## config.mk

```make
export PLATFORM = sky130hd
export DESIGN_NAME = mvsa_ctrl
export DESIGN_NICKNAME = d
export VERILOG_FILES = /design/src/hw/rtl/mvsa_pkg.sv /design/src/hw/rtl/mvsa_ctrl.sv
export SDC_FILE = /design/constraint.sdc
export NUM_CORES = 1
export LEC_CHECK = 0
export ABC_AREA = 0
export BUFFER_PORTS_ARGS = -buffer_cell sky130_fd_sc_hd__buf_2
export CORE_AREA = 2 2 39 41
export DETAILED_ROUTE_END_ITERATION = 8
export DIE_AREA = 0 0 41 43
export PLACE_DENSITY_LB_ADDON = 0.1
export SLEW_MARGIN = 30
export SYNTH_ARGS = -nofsm -noshare
export SYNTH_HDL_FRONTEND = slang
export SYNTH_SLANG_ARGS = --single-unit
```

## constraint.sdc

```tcl
create_clock -name clk -period 1.3 [get_ports clk]
set_input_delay 0.39 -clock clk [delete_from_list [all_inputs] [get_ports clk]]
set_output_delay 0.39 -clock clk [all_outputs]
set_load 0.02 [all_outputs]
```

## src/hw/rtl/mvsa_pkg.sv

```systemverilog
// Shared types and constants for the MIDI voice slot allocator.
// Used by the controller, the datapath and the top level; depends on nothing.
`default_nettype none

package mvsa_pkg;

  localparam int CHANNEL_W  = 4;
  localparam int NOTE_W     = 7;
  localparam int VELOCITY_W = 7;
  localparam int SLOT_OUT_W = 3;
  localparam int STAMP_W    = 32;
  localparam int WORD_W     = NOTE_W + 1 + STAMP_W;

  localparam int CFG_INDEX_W = 1;
  localparam int CFG_DATA_W  = 16;
  localparam int MASK_W      = 16;
  localparam int VOICES_W    = 4;

  localparam logic [CFG_INDEX_W-1:0] REG_CHANNEL_ENABLE = 1'd0;
  localparam logic [CFG_INDEX_W-1:0] REG_VOICES_IN_USE  = 1'd1;

  localparam logic [MASK_W-1:0]   MASK_RESET   = 16'd239;
  localparam logic [VOICES_W-1:0] VOICES_RESET = 4'd8;
  localparam logic [STAMP_W-1:0]  STAMP_RESET  = 32'd1;

  localparam logic KIND_NOTE_ON  = 1'b0;
  localparam logic KIND_NOTE_OFF = 1'b1;

  typedef struct packed {
    logic clear;
    logic load;
    logic search;
    logic commit;
  } cmd_t;

  typedef struct packed {
    logic clear_last;
    logic ignored;
    logic search_done;
    logic emit;
    logic out_free;
  } status_t;

endpackage

`default_nettype wire

```

## src/hw/rtl/mvsa_ctrl.sv

```systemverilog
// Sequencing state machine of the MIDI voice slot allocator.
// Depends on mvsa_pkg for the command and status structs.
`default_nettype none

module mvsa_ctrl (
  input  logic             clk,
  input  logic             rst,
  input  logic             in_valid,
  output logic             in_stall,
  input  mvsa_pkg::status_t st,
  output mvsa_pkg::cmd_t   cmd
);

  typedef enum logic [3:0] {
    S_CLEAR  = 4'b0001,
    S_IDLE   = 4'b0010,
    S_SEARCH = 4'b0100,
    S_COMMIT = 4'b1000
  } state_t;

  state_t state, state_next;

  always_ff @(posedge clk) begin
    if (rst) begin
      state <= S_CLEAR;
    end else begin
      state <= state_next;
    end
  end

  always_comb begin
    state_next = state;
    cmd        = '0;
    in_stall   = 1'b1;
    case (state)
      S_CLEAR: begin
        cmd.clear = 1'b1;
        if (st.clear_last) begin
          state_next = S_IDLE;
        end
      end
      S_IDLE: begin
        in_stall = 1'b0;
        if (in_valid) begin
          cmd.load   = 1'b1;
          state_next = S_SEARCH;
        end
      end
      S_SEARCH: begin
        cmd.search = 1'b1;
        if (st.ignored) begin
          state_next = S_IDLE;
        end else if (st.search_done) begin
          state_next = S_COMMIT;
        end
      end
      S_COMMIT: begin
        if (!st.emit) begin
          state_next = S_IDLE;
        end else if (st.out_free) begin
          cmd.commit = 1'b1;
          state_next = S_IDLE;
        end
      end
      default: begin
        state_next = S_CLEAR;
      end
    endcase
  end

endmodule

`default_nettype wire

```

# == Yosys cells after proc, flatten, opt, wreduce, memory -nomap -nowiden ==
# Cells that the tools add are included.
# totals
memories,0
ff_bits,4
rom_bits,0
mem_bits_rw,0
latch_bits,0
# classes
n_bitwise,0
addsub,0
muxes,15
order_cmp,0
n_reduce_logical,1
n_mul,0
shifts,0
eq_ne,8
div_mod_pow,0
# ops
cell,count
4-bit 2-to-1 mux,6
4-bit case mux with 4 select lines,1
1-bit 2-to-1 mux,8
3-bit inequality test (second input constant),2
4-bit by 1-bit == test with 1-bit output (second input constant),1
4-bit by 2-bit == test with 1-bit output (second input constant),1
4-bit by 3-bit == test with 1-bit output (second input constant),1
4-bit == test (second input constant),1
2-bit inequality test (second input constant),2
4-bit AND reduction,1

# == Longest topological paths before layout ==
# logic_depth
ltp_word,3
mapped_depth,5

# == Worst setup path after synthesis ==
# OpenSTA, ideal clock, no wires.
# synth_timing
kind,flip-flop to output port
startpoint,register state[0]
endpoint,output port cmd[3] in the netlist's numbering
path_slack_ns,-0.257
t_arrival_ns,1.167
path_stages_with_launch,4
path_cell_list,dfxtp_1 > buf_6 > nor2b_1 > nor3b_1
# synth_rtl
item,line_no,rtl
from (decl),mvsa_ctrl.sv:21,"state_t state, state_next;"
from (signal assigned),mvsa_ctrl.sv:27,state <= state_next;
to (decl),mvsa_ctrl.sv:11,output mvsa_pkg::cmd_t cmd

==> flow_summary_export.csv <==
group,metric,value,unit
critical_path,cp_data_arrival_time,1210,ps
yosys,synthTopCellsByCount,"4 x dfxtp_1, 3 x nor2_1, 3 x nor3b_1",
critical_path,crit_family,"simple AND/OR/NAND/NOR gates",
critical_path,critical_path_depth,3,
cells_and_area,antenna_cells,0,
power_and_ir_drop,power_density,1650,nW/um^2
yosys,synth_ff_type,"dfxtp_1",
cells_and_area,areaGrowthSynthToFinish,80.8,%
clock_tree,root_buffer,"clkbuf_4",
cells_and_area,largest_register_ffs,4,
clock_tree,numCtsBuffers,3,
clock_tree,hold_buffers,0,
grt,antenna_found_initial,0,
cells_and_area,top_regs,"state (4)",
cells_and_area,finish.utilization,0.443,
yosys,synth_edf_count,0,
power_and_ir_drop,switchingPower,384,uW
drt,drt_iter0_drc,6,
yosys,yosysSeqAreaShare,0.236,
cells_and_area,n_fill_cell,144,
yosys,synthesis.nets,47,
timing,final_max_slew_viol_count,0,
critical_path,required,910,ps
power_and_ir_drop,clock_power_share,0.159,
timing,post-route-period-util,1.23,
critical_path,cp-start-kind,"flop",
drt,wire_per_inst,12.4,um
grt,grt_pass1_wl,1.53,mm
drt,route.detailed.vias_per_inst,4.86,
yosys,yosys.area.top_type,"dfxtp_1",
clock_tree,clkTransAtPathRegs,40,ps
clock_tree,htreeDepth,1,
timing,fin_skew,4.50,ps
critical_path,critical_path.max_stage_delay,360,ps
timing,min_period,1600,ps
yosys,yosysUniqueCellTypes,25,
clock_tree,clk_path_buf_depth,2,
cells_and_area,ff_latch_area,90.1,um^2
grt,groute.usage.overall,0.134,
cells_and_area,multiInputGateArea,277,um^2
cells_and_area,drive_above_1_share,0.677,
clock_tree,cts_tree,"yes",
die,die_area,1760,um^2
power_and_ir_drop,leakagePower,0.269,nW
drt,vias,394,
power_and_ir_drop,pwr-share-comb,0.602,
timing,final_hold_viol_count,0,
timing,hold_ws,368,ps
power_and_ir_drop,p_sw_frac,0.379,
critical_path,worstPathMaxFanout,5,
yosys,yosys_register_bits,4,
power_and_ir_drop,ir_drop,0.648,mV
critical_path,endpoint_kind,"primary output",
run_status,violations,"setup timing",
run_status,status,"finished, violations left",
clock_tree,clkLatencyLatePin,240,ps
yosys,async_flop_share,0,
die,initial_core_util,0.245,
yosys,yosysMostFrequentCell,"dfxtp_1",
yosys,synth_area_leaders,"dfxtp_1 24%, nor4b_4 14%, buf_6 6.6%",
critical_path,ff2ff_setup_slack,-50,ps
critical_path,critPathBufInv,1,
timing,slew_headroom,0.830,
timing,layout_setup_ws,-297,ps
critical_path,timing.rr.start,"state[0]",
timing,setup_viol,7,
grt,grt_max_degree,6,
run,maxCapViolCount,0,
grt,grt_pass1_vias,359,
drt,final_antenna_net_count,0,
die,fp.dieH,43,um
clock_tree,clock_sinks,4,
die,placementRows,14,
timing,rsz0062_at_grt,"true",
placement,dp_hpwl,773,um
critical_path,path_class,"reg2out",
timing,worst_slew_pin_slew,254,ps
drt,first_pass_iters,4,
placement,globalplace.congestion,0.786,
cells_and_area,top_register,"state",
cells_and_area,final_nets,75,
critical_path,cp-endpoint,"cmd[0]",
critical_path,slowest_stage,"dfxtp_4",
die,die_w,41,um
worst_hold_path,hold_class,"in2reg",
critical_path,reg2reg_depth,5,
power_and_ir_drop,p_seq_frac,0.239,
drt,drc,0,
timing,tns,-1330,ps
yosys,synth_top_area_frac,0.236,
critical_path,r2r-end,"state[3]",
yosys,syn_inst,39,
power_and_ir_drop,internal_power,630,uW
yosys,syn_area,339,um^2
drt,drt-total-wl,1.00,mm
critical_path,crit_chain,"nor4b_4 > and3_4 > buf_6",
die,coreArea,1380,um^2
grt,overflow,0,
placement,io_buffer_count,12,
die,ios,13,
timing,max_clock_freq,626,MHz
critical_path,startpoint,"state[1]",
yosys,ys_warn_count,0,
yosys,syn_area_per_cell,8.69,um^2
-- placed cells by master, fill, tap and decap left out --
| master | synthesis | layout |
|---|---|---|
| clkbuf_4 | 0 | 3 |
| o21ai_2 | 0 | 1 |
| o21ai_0 | 1 | 1 |
| or2b_1 | 1 | 1 |
| inv_2 | 0 | 1 |
| a211oi_1 | 1 | 1 |
| mux2i_1 | 1 | 1 |
| nand2_4 | 0 | 1 |
| nand3_2 | 0 | 1 |
| o21a_1 | 1 | 1 |
| o21bai_1 | 1 | 1 |
| buf_4 | 0 | 14 |
| nor2b_1 | 2 | 1 |
| nand3_1 | 2 | 1 |
| nor3b_1 | 3 | 2 |
| buf_6 | 2 | 5 |
| buf_2 | 1 | 7 |
| nor3_1 | 1 | 1 |
| and3_4 | 0 | 1 |
| nand3b_1 | 1 | 1 |
| nand2b_1 | 1 | 1 |
| a21oi_2 | 0 | 1 |
| a21oi_1 | 2 | 1 |
| a311oi_1 | 1 | 1 |
| nand2_1 | 2 | 1 |
| nor2b_2 | 0 | 1 |
| a211o_1 | 1 | 1 |
| nor4b_4 | 2 | 3 |
| nor2_1 | 3 | 3 |
| nor3b_4 | 0 | 1 |
| inv_1 | 2 | 1 |
| dfxtp_4 | 0 | 2 |
| dfxtp_2 | 0 | 2 |
-- logic make-up after synthesis --
family / share of synthesized area
buffers and inverters: 0.103
and+or+nand+nor: 0.454
AOI/OAI and AO/OA: 0.177
DFF: 0.236
muxes: 0.0295
-- timing repair --
item | CTS | global route
gates resized for setup | 13 | 9
setup buffers | 1 | 2
endpoints found under the setup margin | 7 | 8
pin swaps | 2 | 6
-- layer usage --
layer  GRT usage  share of wire  vias to the layer above  wire length, um
met3      0.0471          0.050                        2               50
met2       0.203           0.53                       14              532
met4      0.0800          0.017                        0               17
met5           0              0                        -                0
li1            -              -                      194                -
met1       0.154           0.40                      184              403
-- how the worst min path moves through the flow --
stage               end  start  slack [ps]  depth (start not counted)
2_1_floorplan  state[2]    rst         450                          1
3_3_place_gp   state[2]    rst         610                          2
3_5_place_dp   state[2]    rst         610                          2
4_1_cts        state[3]    rst         360                          2
5_1_grt        state[2]    rst         380                          2
6_report       state[2]    rst         370                          2
-- layout make-up --
| class | count | share of cell area |
|---|---|---|
| Inverter | 2 | 0.0122 |
| Tap cell | 16 | 0.0327 |
| Clock buffer | 3 | 0.0367 |
| Timing Repair Buffer | 26 | 0.320 |
| Sequential cell | 4 | 0.147 |
| Multi-Input combinational cell | 30 | 0.451 |
-- through the flow --
| step | setup slack (ps) | cells | instance area, um^2 | power [mW] |
|---|---|---|---|---|
| finish | -297 | 81 | 613 | 1.01 |
| CTS | -320 | 79 | 566 | 0.977 |
| global placement | -129 | 75 | 497 | 0.717 |
| floorplan | -54.9 | 39 | 364 | 0.576 |
| detailed placement | -139 | 75 | 497 | 0.723 |
| global route | -345 | 81 | 613 | 1.08 |
-- power groups by stage --
stage          Clock (mW)  Combinational (mW)  Sequential (mW)
2_1_floorplan           0               0.402            0.174
4_1_cts             0.170               0.568            0.239
3_5_place_dp            0               0.505            0.218
5_1_grt             0.177               0.653            0.249
6_report            0.161               0.610            0.243
3_3_place_gp            0               0.501            0.215
Note: power is estimated with default switching activity, not from simulation.
